`src/hdl/vlcbp_pkg.sv`:
```
// Package of the variable-length code bit packer.
// Holds field widths, operation codes and default sizes; depends on nothing.
package vlcbp_pkg;

    localparam int OP_W = 1;
    localparam int CODE_W = 32;
    localparam int LEN_W = 6;
    localparam int BYTE_W = 8;

    localparam logic [OP_W-1:0] OP_APPEND = 1'b0;
    localparam logic [OP_W-1:0] OP_FLUSH = 1'b1;

    localparam int MAX_CODE_LEN_DEF = 32;
    localparam int QUEUE_DEPTH_DEF = 2;

endpackage

```
`src/hdl/vlcbp_if.sv`:
```
// Valid/ready channel interfaces of the bit packer: code input and byte output.
// Depends on vlcbp_pkg for the field widths.
interface vlcbp_in_if;
    logic                          valid;
    logic                          ready;
    logic [vlcbp_pkg::OP_W-1:0]    operation;
    logic [vlcbp_pkg::CODE_W-1:0]  code_bits;
    logic [vlcbp_pkg::LEN_W-1:0]   code_length;

    modport source (output valid, output operation, output code_bits, output code_length,
                    input ready);
    modport sink (input valid, input operation, input code_bits, input code_length,
                  output ready);
endinterface

interface vlcbp_out_if;
    logic                          valid;
    logic                          ready;
    logic [vlcbp_pkg::BYTE_W-1:0]  out_byte;
    logic                          last;

    modport source (output valid, output out_byte, output last, input ready);
    modport sink (input valid, input out_byte, input last, output ready);
endinterface

```
`src/hdl/vlcbp_front.sv`:
```
// Front end of the bit packer: accepts requests, merges codes with the pending bits and hands
// left-aligned complete bytes, or on a flush one padded byte, to the queue. Depends on vlcbp_pkg, vlcbp_if.
module vlcbp_front #(
    parameter int MAX_CODE_LEN = vlcbp_pkg::MAX_CODE_LEN_DEF,
    localparam int BUF_W = MAX_CODE_LEN + 7,
    localparam int MAX_BYTES = BUF_W / 8,
    localparam int DW = MAX_BYTES * 8,
    localparam int CNT_W = $clog2(MAX_BYTES + 1)
) (
    input  logic             i_clk,
    input  logic             i_rst_n,
    vlcbp_in_if.sink         i_in,
    input  logic             i_q_full,
    output logic             o_q_push,
    output logic [DW-1:0]    o_q_data,
    output logic [CNT_W-1:0] o_q_nbytes
);

    localparam int TOT_W = $clog2(BUF_W + 1);
    localparam int LW = vlcbp_pkg::LEN_W;

    logic [2:0]                   r_fill, n_fill;
    logic [6:0]                   r_pend, n_pend;
    logic                         acc;
    logic                         is_flush;
    logic [LW-1:0]                len_sat;
    logic [BUF_W+vlcbp_pkg::CODE_W-1:0] code_ext;
    logic [BUF_W-1:0]             mask;
    logic [BUF_W-1:0]             merged;
    logic [BUF_W-1:0]             aligned;
    logic [TOT_W-1:0]             total;
    logic [CNT_W-1:0]             nbytes;
    logic [7:0]                   flush_byte;

    assign i_in.ready = !i_q_full;
    assign acc = i_in.valid && i_in.ready;
    assign is_flush = (i_in.operation == vlcbp_pkg::OP_FLUSH);

    always_comb begin
        len_sat = (i_in.code_length > LW'(MAX_CODE_LEN)) ? LW'(MAX_CODE_LEN)
                                                          : i_in.code_length;
        code_ext = {{BUF_W{1'b0}}, i_in.code_bits};
        mask = (BUF_W'(1) << len_sat) - BUF_W'(1);
        merged = (BUF_W'(r_pend) << len_sat) | (code_ext[BUF_W-1:0] & mask);
        total = TOT_W'(r_fill) + TOT_W'(len_sat);
        nbytes = CNT_W'(total >> 3);
        aligned = merged << (TOT_W'(BUF_W) - total);
        flush_byte = {1'b0, r_pend} << (4'd8 - {1'b0, r_fill});
        if (is_flush) begin
            o_q_data = DW'(flush_byte) << (DW - 8);
            o_q_nbytes = CNT_W'(1);
            n_fill = 3'd0;
            n_pend = 7'd0;
        end else begin
            o_q_data = aligned[BUF_W-1 -: DW];
            o_q_nbytes = nbytes;
            n_fill = total[2:0];
            n_pend = merged[6:0] & ((7'd1 << total[2:0]) - 7'd1);
        end
        o_q_push = acc && (is_flush || (nbytes != '0));
    end

    always_ff @(posedge i_clk) begin
        if (!i_rst_n) begin
            r_fill <= 3'd0;
            r_pend <= 7'd0;
        end else if (acc) begin
            r_fill <= n_fill;
            r_pend <= n_pend;
        end
    end

    a_flush_clears: assert property (@(posedge i_clk) disable iff (!i_rst_n)
        (acc && is_flush) |=> (r_fill == 3'd0 && r_pend == 7'd0))
        else $error("pending bits survive a flush");

    a_pend_clean: assert property (@(posedge i_clk) disable iff (!i_rst_n)
        (r_pend >> r_fill) == 7'd0)
        else $error("pending bits above the fill level");

endmodule

```
`src/hdl/vlcbp_queue.sv`:
```
// Short register queue that decouples the front end from the byte serializer.
// Depends on nothing beyond its parameters.
module vlcbp_queue #(
    parameter int WIDTH = 8,
    parameter int DEPTH = 2
) (
    input  logic             i_clk,
    input  logic             i_rst_n,
    input  logic             i_push,
    input  logic [WIDTH-1:0] i_data,
    input  logic             i_pop,
    output logic             o_full,
    output logic             o_valid,
    output logic [WIDTH-1:0] o_data
);

    localparam int PTR_W = (DEPTH > 1) ? $clog2(DEPTH) : 1;
    localparam int CNT_W = $clog2(DEPTH + 1);

    logic [WIDTH-1:0] r_mem [DEPTH];
    logic [PTR_W-1:0] r_wr, r_rd;
    logic [CNT_W-1:0] r_count;

    assign o_full = (r_count == CNT_W'(DEPTH));
    assign o_valid = (r_count != '0);
    assign o_data = r_mem[r_rd];

    always_ff @(posedge i_clk) begin
        if (i_push) begin
            r_mem[r_wr] <= i_data;
        end
    end

    always_ff @(posedge i_clk) begin
        if (!i_rst_n) begin
            r_wr <= '0;
            r_rd <= '0;
            r_count <= '0;
        end else begin
            if (i_push) begin
                r_wr <= (r_wr == PTR_W'(DEPTH - 1)) ? '0 : r_wr + PTR_W'(1);
            end
            if (i_pop) begin
                r_rd <= (r_rd == PTR_W'(DEPTH - 1)) ? '0 : r_rd + PTR_W'(1);
            end
            if (i_push && !i_pop) begin
                r_count <= r_count + CNT_W'(1);
            end else if (i_pop && !i_push) begin
                r_count <= r_count - CNT_W'(1);
            end
        end
    end

    a_no_overflow: assert property (@(posedge i_clk) disable iff (!i_rst_n)
        i_push |-> (!o_full || i_pop))
        else $error("push into a full queue");

    a_no_underflow: assert property (@(posedge i_clk) disable iff (!i_rst_n)
        i_pop |-> o_valid)
        else $error("pop from an empty queue");

endmodule

```
`src/hdl/vlcbp_back.sv`:
```
// Back end of the bit packer: takes queued byte groups and sends them one byte per cycle
// while the receiver is ready, most significant first. Depends on vlcbp_pkg and vlcbp_if.
module vlcbp_back #(
    parameter int MAX_CODE_LEN = vlcbp_pkg::MAX_CODE_LEN_DEF,
    localparam int BUF_W = MAX_CODE_LEN + 7,
    localparam int MAX_BYTES = BUF_W / 8,
    localparam int DW = MAX_BYTES * 8,
    localparam int CNT_W = $clog2(MAX_BYTES + 1)
) (
    input  logic             i_clk,
    input  logic             i_rst_n,
    input  logic             i_q_valid,
    input  logic [DW-1:0]    i_q_data,
    input  logic [CNT_W-1:0] i_q_nbytes,
    output logic             o_q_pop,
    vlcbp_out_if.source      o_out
);

    logic [DW-1:0]    r_data;
    logic [CNT_W-1:0] r_left;
    logic             take;

    assign take = o_out.valid && o_out.ready;
    assign o_q_pop = i_q_valid && ((r_left == '0) || ((r_left == CNT_W'(1)) && take));

    assign o_out.valid = (r_left != '0);
    assign o_out.out_byte = r_data[DW-1 -: 8];
    assign o_out.last = (r_left == CNT_W'(1));

    always_ff @(posedge i_clk) begin
        if (!i_rst_n) begin
            r_left <= '0;
        end else if (o_q_pop) begin
            r_left <= i_q_nbytes;
        end else if (take) begin
            r_left <= r_left - CNT_W'(1);
        end
    end

    always_ff @(posedge i_clk) begin
        if (o_q_pop) begin
            r_data <= i_q_data;
        end else if (take) begin
            r_data <= r_data << 8;
        end
    end

    a_group_continues: assert property (@(posedge i_clk) disable iff (!i_rst_n)
        (take && !o_out.last) |=> o_out.valid)
        else $error("byte group cut short");

endmodule

```
`src/hdl/variable_length_code_bit_packer.sv`:
```
// Variable-length code bit packer, MSB first. The first byte of a request passes the
// queue register, then the output register, before it is offered. Throughput: one
// request per cycle while the byte serializer keeps up; output runs at one byte per
// cycle while the receiver is ready, so a request making n bytes holds the serializer
// while it sends them, and a two-entry queue absorbs the difference. Synchronous
// active-low reset empties the pending bits, the queue and the output register.
module variable_length_code_bit_packer #(
    parameter int MAX_CODE_LEN = vlcbp_pkg::MAX_CODE_LEN_DEF
) (
    input  logic        i_clk,
    input  logic        i_rst_n,
    vlcbp_in_if.sink    i_in,
    vlcbp_out_if.source o_out
);

    localparam int BUF_W = MAX_CODE_LEN + 7;
    localparam int MAX_BYTES = BUF_W / 8;
    localparam int DW = MAX_BYTES * 8;
    localparam int CNT_W = $clog2(MAX_BYTES + 1);

    logic             q_full, q_push, q_pop, q_valid;
    logic [DW-1:0]    f_data, q_data;
    logic [CNT_W-1:0] f_nbytes, q_nbytes;

    vlcbp_front #(.MAX_CODE_LEN(MAX_CODE_LEN)) u_front (
        .i_clk      (i_clk),
        .i_rst_n    (i_rst_n),
        .i_in       (i_in),
        .i_q_full   (q_full),
        .o_q_push   (q_push),
        .o_q_data   (f_data),
        .o_q_nbytes (f_nbytes)
    );

    vlcbp_queue #(.WIDTH(DW + CNT_W), .DEPTH(vlcbp_pkg::QUEUE_DEPTH_DEF)) u_queue (
        .i_clk   (i_clk),
        .i_rst_n (i_rst_n),
        .i_push  (q_push),
        .i_data  ({f_data, f_nbytes}),
        .i_pop   (q_pop),
        .o_full  (q_full),
        .o_valid (q_valid),
        .o_data  ({q_data, q_nbytes})
    );

    vlcbp_back #(.MAX_CODE_LEN(MAX_CODE_LEN)) u_back (
        .i_clk      (i_clk),
        .i_rst_n    (i_rst_n),
        .i_q_valid  (q_valid),
        .i_q_data   (q_data),
        .i_q_nbytes (q_nbytes),
        .o_q_pop    (q_pop),
        .o_out      (o_out)
    );

endmodule

```
`src/flat_wrapper.sv`:
```
// flat-port wrapper written by rule: the top's interface ports become plain ports
module variable_length_code_bit_packer_flat 
#(
    parameter int MAX_CODE_LEN = vlcbp_pkg::MAX_CODE_LEN_DEF
)
  (i_clk, i_rst_n, i_in_valid, i_in_operation, i_in_code_bits, i_in_code_length, i_in_ready, o_out_valid, o_out_out_byte, o_out_last, o_out_ready);
  vlcbp_in_if i_in_i ();
  vlcbp_out_if o_out_i ();
  input  logic i_clk;
  input  logic i_rst_n;
  input wire logic [$bits(i_in_i.valid)-1:0] i_in_valid;
  input wire logic [$bits(i_in_i.operation)-1:0] i_in_operation;
  input wire logic [$bits(i_in_i.code_bits)-1:0] i_in_code_bits;
  input wire logic [$bits(i_in_i.code_length)-1:0] i_in_code_length;
  output wire logic [$bits(i_in_i.ready)-1:0] i_in_ready;
  output wire logic [$bits(o_out_i.valid)-1:0] o_out_valid;
  output wire logic [$bits(o_out_i.out_byte)-1:0] o_out_out_byte;
  output wire logic [$bits(o_out_i.last)-1:0] o_out_last;
  input wire logic [$bits(o_out_i.ready)-1:0] o_out_ready;
  assign i_in_i.valid = i_in_valid;
  assign i_in_i.operation = i_in_operation;
  assign i_in_i.code_bits = i_in_code_bits;
  assign i_in_i.code_length = i_in_code_length;
  assign i_in_ready = i_in_i.ready;
  assign o_out_valid = o_out_i.valid;
  assign o_out_out_byte = o_out_i.out_byte;
  assign o_out_last = o_out_i.last;
  assign o_out_i.ready = o_out_ready;
  variable_length_code_bit_packer #(.MAX_CODE_LEN(MAX_CODE_LEN)) u_core (.i_clk(i_clk), .i_rst_n(i_rst_n), .i_in(i_in_i), .o_out(o_out_i));
endmodule
```
`config.mk`:
```
export PLATFORM = sky130hd
export DESIGN_NAME = variable_length_code_bit_packer_flat
export DESIGN_NICKNAME = d
export VERILOG_FILES = /design/src/hdl/vlcbp_pkg.sv /design/src/hdl/vlcbp_if.sv /design/src/hdl/vlcbp_front.sv /design/src/hdl/vlcbp_queue.sv /design/src/hdl/vlcbp_back.sv /design/src/hdl/variable_length_code_bit_packer.sv /design/src/flat_wrapper.sv
export SDC_FILE = /design/constraint.sdc
export NUM_CORES = 1
export LEC_CHECK = 0
export BUFFER_PORTS_ARGS = -buffer_cell sky130_fd_sc_hd__buf_4
export CORE_MARGIN = 2
export CORE_UTILIZATION = 55
export CTS_CLUSTER_DIAMETER = 150
export CTS_CLUSTER_SIZE = 14
export DETAILED_ROUTE_END_ITERATION = 10
export GPL_TIMING_DRIVEN = 0
export PLACE_DENSITY = 0.73
export SYNTH_ARGS = -nofsm -noshare
export SYNTH_HDL_FRONTEND = slang
export SYNTH_SLANG_ARGS = --single-unit
export TNS_END_PERCENT = 20
```
`constraint.sdc`:
```
create_clock -name i_clk -period 7.2 [get_ports i_clk]
set_input_delay 1.44 -clock i_clk [delete_from_list [all_inputs] [get_ports i_clk]]
set_output_delay 1.44 -clock i_clk [all_outputs]
set_load 0.005 [all_outputs]
```
==> impl_metrics.toml, run 1 <==
[outcome]
status = "complete, but fails checks"
violations = "max-capacitance violations, max-slew violations"

[global_routing]
grt.busiest_layer = "met2"
use_met2_pct = 66.5
grt_usage_pct = 41.5
met3_usage_pct = 8.98
overflow = 0
first_global_vias = 9923
met1_usage_pct = 50.5
antenna_found_initial = 0
grt_pass1_wl_um = 60900
grt_max_degree = 36

[worst_setup_path]
worstSetupPathType = "in2reg"
startpoint_type = "input pin"
crit_slowest_cell = "xnor2_1"
worstRegToRegCells = 15
worstPathArrival_ns = 7.37
required_ns = 7.39
cp_top_family = "simple AND/OR/NAND/NOR gates"
crit_fanout = 10
rrSetupSlack_ns = 1.55
max_stage_delay_ns = 0.62
crit_chain = "buf_4, buf_2, nor2b_1, ha_1, a21o_1, a21oi_1, xnor2_1, inv_1, clkbuf_1, clkbuf_1, ha_1, ha_1, nor2b_1, nand2_1, nor2_1, nand2_1, o32ai_1, a311oi_1, o221ai_1"
cp_num_buf_inv = 5
cp.depth = 19
cp-end-kind = "flip-flop"
crit_top_cell = "ha_1"

[yosys]
async_flop_share_pct = 0
synth_fa_ha_area_share_pct = 1.70
synth-xor-area-share_pct = 1.14
synth.distinct_cells = 101
yosys.area_share.simple_pct = 19.0
avgSynthCellArea_um2 = 8.96
synth-warning-count = 0
netlist_area_um2 = 10000
synth_top_family_by_area = "compound AO/OA/AOI/OAI gates"
synth_compound_area_share_pct = 27.4
synth-main-ff-cell = "edfxtp_1"
seq_area_frac_synth_pct = 34.2
synth_edf_count = 102
synthMuxAreaShare_pct = 10.8
netlist_instances = 1116
ys_ff_latch = 120
syn_nets = 1172

[drt]
first_pass_iters = 7
drc = 0
vias = 10289
drtAntennaViolNets = 0
routed_wl_um = 40600
post_drt_wl_per_cell_um = 28.4
drt-vias-per-instance = 7.20
drt_iter0_markers = 1459

[power_and_ir_drop]
leakage_nw = 4.04
power.density_nw_per_um2 = 272
ir_drop_mv = 0.341

[timing]
relSlewSlack_pct = -0.0885
period_share_pct = 99.7
fin_skew_ns = 0.0114
slew_viol_final = 1
fin_setup_tns_ns = 0
max_freq_mhz = 139
setup_viol = 0
rsz0062_at_grt = "no"
final-hold-violation-count = 0
tightest_slew_ns = 1.49
period_needed_ns = 7.18
fin_ws_ns = 0.0211

[hold_path]
holdPathStages = 2
hold_path_class = "reg2reg"

[clock_network]
cts_tree = "done"
path_clk_slew_ns = 0.06
post_cts_resized = 0
clk_latency_ns = 0.41
cts-buffers-inserted = 17
postCtsSetupBuffers = 0
clockBufferDepth = 2
root_buffer = "clkbuf_16"
postCtsHoldBufs = 0
cts.htree.levels = 4
cts_sinks = 120

[floorplan]
dieArea_um2 = 19300
fp-row-count = 49
io_pins = 54
dieWidth_um = 139
start_util_pct = 55.8
dieHeight_um = 139
coreArea_um2 = 17900

[place]
dp_hpwl_um = 30800
place_area_um2 = 10700
place_congestion = 1.09
place_ws_ns = 0.0675
port-buffer-count = 51

[run]
maxCapViolations = 1

[final_layout]
num-nets-final = 1243
drive_gt1_share_pct = 15.1
antenna_cells = 0
area_delta_synth_final_pct = 12.9
fillers = 1569
final_area_um2 = 11300
post-route-util_pct = 63.0
==> cell usage in the layout, fill, tap and decap left out, types with 13 or more instances in the layout <==
cell type and n:
a211oi_1 17, nand3_1 30, buf_4 62, edfxtp_1 102
o211ai_1 22, a21oi_1 47, o21ai_0 67, and2_1 19
dfxtp_1 18, nor3_1 24, clkbuf_1 65, nor2b_1 19
a32oi_1 16, nand2b_1 14, a31oi_1 14, inv_1 23
o31ai_1 13, buf_2 18, nand2_1 102, clkbuf_16 19
o22ai_1 19, mux2_2 15, nor2_1 89, mux2i_1 62
==> kinds of logic (layout without fill, tap and decap cells) <==
logic type / after synthesis / after routing
adders and majority gates: 13 / 13
muxes: 90 / 90
and+or+nand+nor: 375 / 375
DFF: 120 / 120
AOI/OAI and AO/OA: 375 / 375
xor gates and xnor gates: 13 / 13
buffers and inverters: 130 / 214
==> per-layer routing <==
layer  vias up  wire, µm
met5         -         0
met4         0      3440
met3       203      4350
met2       815     18300
met1      4803     14600
li1       4468         -
==> metrics by stage <==
stage                     total power [mW]  std cells  hold slack, ns
final                                 3.07       1429           0.479
after global routing                  3.19       1429           0.535
after CTS                             3.03       1429           0.481
after detailed placement              2.21       1397           0.481
after global placement                2.19       1396           0.453
after floorplan                       1.81       1116           0.443
==> cells in the mapped netlist (all sizes together) (7+ instances only) <==
cell type	number	area, µm²
a31oi	15	100
xnor2	7	61.3
nand3	30	150
o211ai	22	165
nor2	91	344
a22oi	12	95.1
nand2b	15	96.3
dfxtp	18	360
inv	24	90.1
a221oi	9	85.1
or3	9	56.3
nor3	27	156
o32ai	10	87.6
o22ai	19	119
o31ai	15	126
o21ai	73	365
a2bb2oi	7	61.3
a21boi	7	52.6
nand2	102	383
and3	12	75.1
o21a	8	60.1
edfxtp	102	3060
a32oi	16	140
a211o	12	105
a21oi	47	235
and2	20	125
mux2i	63	643
nor2b	19	119
clkbuf	65	244
nor4	11	75.1
or2	11	68.8
mux2	15	169
a311oi	9	96.4
o31a	7	61.3
a211oi	18	140
buf	39	233
ha	12	150
o221ai	8	70.1
mux4	12	270
==> worst register-to-register path, stage by stage, from the launching register on <==
cell	delay, ns
dfxtp_1	0.38
ha_1	0.39
a21oi_1	0.11
xnor2_1	0.62
inv_1	0.28
clkbuf_1	0.40
clkbuf_1	0.41
ha_1	0.30
ha_1	0.37
nor2b_1	0.50
nand2_1	0.28
nor2_1	0.61
nand2_1	0.17
o32ai_1	0.27
a311oi_1	0.12
o221ai_1	0.20
==> cell type report <==
type                    instances  area, µm²  share of cell area [%]
clock buffers                  21        503                    4.46
flip-flops and latches        120       3420                    30.3
multi-input cells             866       6010                    53.3
clock inverters                11       81.3                   0.721
plain buffers                 104        477                    4.22
well taps                     229        287                    2.54
inverters                      26       97.6                   0.865
repair buffers                 52        403                    3.57
==> final timing paths <==
path | startpoint | end
setup reg to reg | u_core.u_front.r_fill[2] | u_core.u_queue.r_mem[0][29]
setup / recovery | i_in_code_length[0] | u_core.u_queue.r_mem[0][29]
hold reg to reg | u_core.u_back.r_left[1] | u_core.u_back.r_left[1]
hold / removal | u_core.u_back.r_left[1] | u_core.u_back.r_left[1]
==> flip-flops by register name (all words and copies together) (netlist names), named ones only <==
name,cells
u_core.u_back.r_data,32
u_core.u_queue.r_wr,1
u_core.u_front.r_pend,7
u_core.u_back.r_left,3
u_core.u_front.r_fill,3
u_core.u_queue.r_rd,1
u_core.u_queue.r_mem,70
u_core.u_queue.r_count,2
==> power breakdown <==
group | switching (mW) | total [mW] | leakage, nW | internal, mW
clock | 0.313 | 0.815 | 0.295 | 0.502
sequential | 0.0554 | 1.06 | 1.13 | 1.01
combinational | 0.775 | 1.19 | 2.62 | 0.414
(Power assumes the default switching activity.)
==> inputs of run 2 (changes only) <==
--- a/config.mk
+++ b/config.mk
@@ -5,6 +5,7 @@
 export SDC_FILE = /design/constraint.sdc
 export NUM_CORES = 1
 export LEC_CHECK = 0
+export ABC_AREA = 1
 export BUFFER_PORTS_ARGS = -buffer_cell sky130_fd_sc_hd__buf_4
 export CORE_MARGIN = 2
 export CORE_UTILIZATION = 55
==> impl_metrics.toml, run 2 <==
[outcome]
status = "finished, final reports clean"

[global_routing]
grt.busiest_layer = "met2"
met1_usage_pct = 55.0
use_met2_pct = 60.3
antenna_found_initial = 0
met3_usage_pct = 6.38
grt_max_degree = 32
grt_pass1_wl_um = 53200
grt_usage_pct = 38.5
first_global_vias = 9504
overflow = 0

[final_layout]
top_register = "u_core.u_queue.r_mem"
instances_no_fill = 1649
num-nets-final = 1472
seqCellArea_um2 = 3420
top_regs = "u_core.u_queue.r_mem x70, u_core.u_back.r_data x32, u_core.u_front.r_pend x7"
antenna_cells = 0
fillers = 1528
layout_common_cells = "310 x nand2_1, 294 x nand3_1, 125 x nor2_1, 102 x edfxtp_1, 101 x inv_1"
largest_reg_flops = 70
multi_input_area_um2 = 5120
area_delta_synth_final_pct = 14.2
final_common_cell = "nand2_1"
final_area_um2 = 10800
drive_gt1_share_pct = 14.3

[floorplan]
fp-row-count = 47
coreArea_um2 = 16600
dieArea_um2 = 18200
io_pins = 54
dieWidth_um = 135
dieHeight_um = 135
start_util_pct = 56.7

[worst_setup_path]
cp-end-kind = "flip-flop"
worstSetupPathType = "in2reg"
startpoint_type = "input pin"
worstPathArrival_ns = 5.83
crit_fanout = 10
required_ns = 7.41

[timing]
fin_skew_ns = 0.0103
rsz0062_at_grt = "no"
tightest_slew_ns = 0.812
whs_ns = 0.473
setup_viol = 0
period_share_pct = 78.1
relSlewSlack_pct = 45.8
final-hold-violation-count = 0
max_freq_mhz = 178
period_needed_ns = 5.62
slew_viol_final = 0

[hold_path]
hold_path_class = "reg2reg"

[yosys]
synth_fa_ha_area_share_pct = 1.80
synth-xor-area-share_pct = 0.186
synth_common_cells = "310 x nand2_1, 294 x nand3_1, 127 x nor2_1, 102 x edfxtp_1, 101 x inv_1"
ys_ff_latch = 120
yosys.area_share.simple_pct = 41.2
synth_most_common_cell = "nand2_1"
synth_top_family_by_area = "simple AND/OR/NAND/NOR gates"
syn_nets = 1400
netlist_area_um2 = 9430
synth.distinct_cells = 50
synthMuxAreaShare_pct = 0.106
synth_top_cell_by_area = "edfxtp_1"
synth-main-ff-cell = "edfxtp_1"
yosysTopAreaCellShare_pct = 32.5
async_flop_share_pct = 0
synth_area_leaders = "edfxtp_1 32%, nand3_1 16%, nand2_1 12%"
synth-warning-count = 0
synth_edf_count = 102
netlist_instances = 1344
seq_area_frac_synth_pct = 36.3
synth_compound_area_share_pct = 10.9
avgSynthCellArea_um2 = 7.02

[clock_network]
cts_tree = "done"
clockBufferDepth = 2
postCtsSetupBuffers = 0
root_buffer = "clkbuf_16"
postCtsHoldBufs = 0
path_clk_slew_ns = 0.06
clk_latency_ns = 0.43
cts_sinks = 120
cts-buffers-inserted = 17
post_cts_resized = 0
cts.htree.levels = 4

[power_and_ir_drop]
ir_drop_mv = 0.440
power_mw = 3.42
power.density_nw_per_um2 = 317
leakage_nw = 4.74

[drt]
drt_iter0_markers = 1589
first_pass_iters = 6
routed_wl_um = 34700
drt-vias-per-instance = 6.32
post_drt_wl_per_cell_um = 21.0
drc = 0
drtAntennaViolNets = 0
vias = 10425

[place]
port-buffer-count = 50
place_congestion = 1.04
dp_hpwl_um = 27000
placed_cells = 1617
place_area_um2 = 10200

[run]
maxCapViolations = 0
## run 2: area by class of cell
class                   count  area share, %
plain buffers              82           4.04
clock inverters            15           1.66
repair buffers             53           4.11
multi-input cells        1021           47.5
inverters                 121           4.33
flip-flops and latches    120           31.8
clock buffers              17           3.95
well taps                 220           2.56
## run 2: kinds of logic after synthesis
family | after synthesis
AO/OA/AOI/OAI | 179
flip-flops | 120
AND/OR/NAND/NOR | 826
multiplexers | 1
adder cells (fa/ha/maj) | 13
XOR/XNOR | 2
buffers and inverters | 203
## run 2: routing by layer
metal,wire length (µm),up-vias
met3,3930,95
li1,-,4761
met5,0,-
met4,989,0
met2,15400,722
met1,14300,4847
## run 2: stage by stage
stage / util (%) / worst slack, ns / setup TNS [ns]
floorplan: - / 1.47 / 0
detailed placement: 61.1 / 1.32 / 0
finish: 64.7 / 1.58 / 0
global route: 64.7 / 1.32 / 0
global placement: 60.6 / -0.418 / -28.05
CTS: 64.7 / 1.73 / 0
## run 2: report_power, final
group | internal [mW] | switching [mW]
registers | 1.04 | 0.0633
clock network | 0.524 | 0.352
logic | 0.448 | 0.995
total | 2.01 | 1.41
## run 2: critical path: stages
cell      delay (ns)
buf_4           0.17
nor2_1          0.13
nand3_2         0.10
a21oi_2         0.40
ha_1            0.31
inv_1           0.08
nor2_1          0.05
nor2_1          0.12
nand2_1         0.06
nand2_1         0.32
buf_2           0.35
buf_1           0.47
ha_1            0.25
ha_1            0.11
buf_2           0.22
nand2_1         0.19
inv_1           0.18
clkbuf_1        0.45
nand2_1         0.11
a31oi_1         0.29
## run 2: worst paths after layout
kind,from,end,slack (ns),cells past startpoint
worst min-delay path,u_core.u_queue.r_rd,flip-flop,0.47,1
worst max-delay path,i_in_code_length[2],u_core.u_queue.r_mem[0][25],1.58,20
worst min register to register,u_core.u_queue.r_rd,flip-flop,0.47,1
worst max register to register,u_core.u_front.r_fill[1],u_core.u_queue.r_mem[0][25],3.00,16
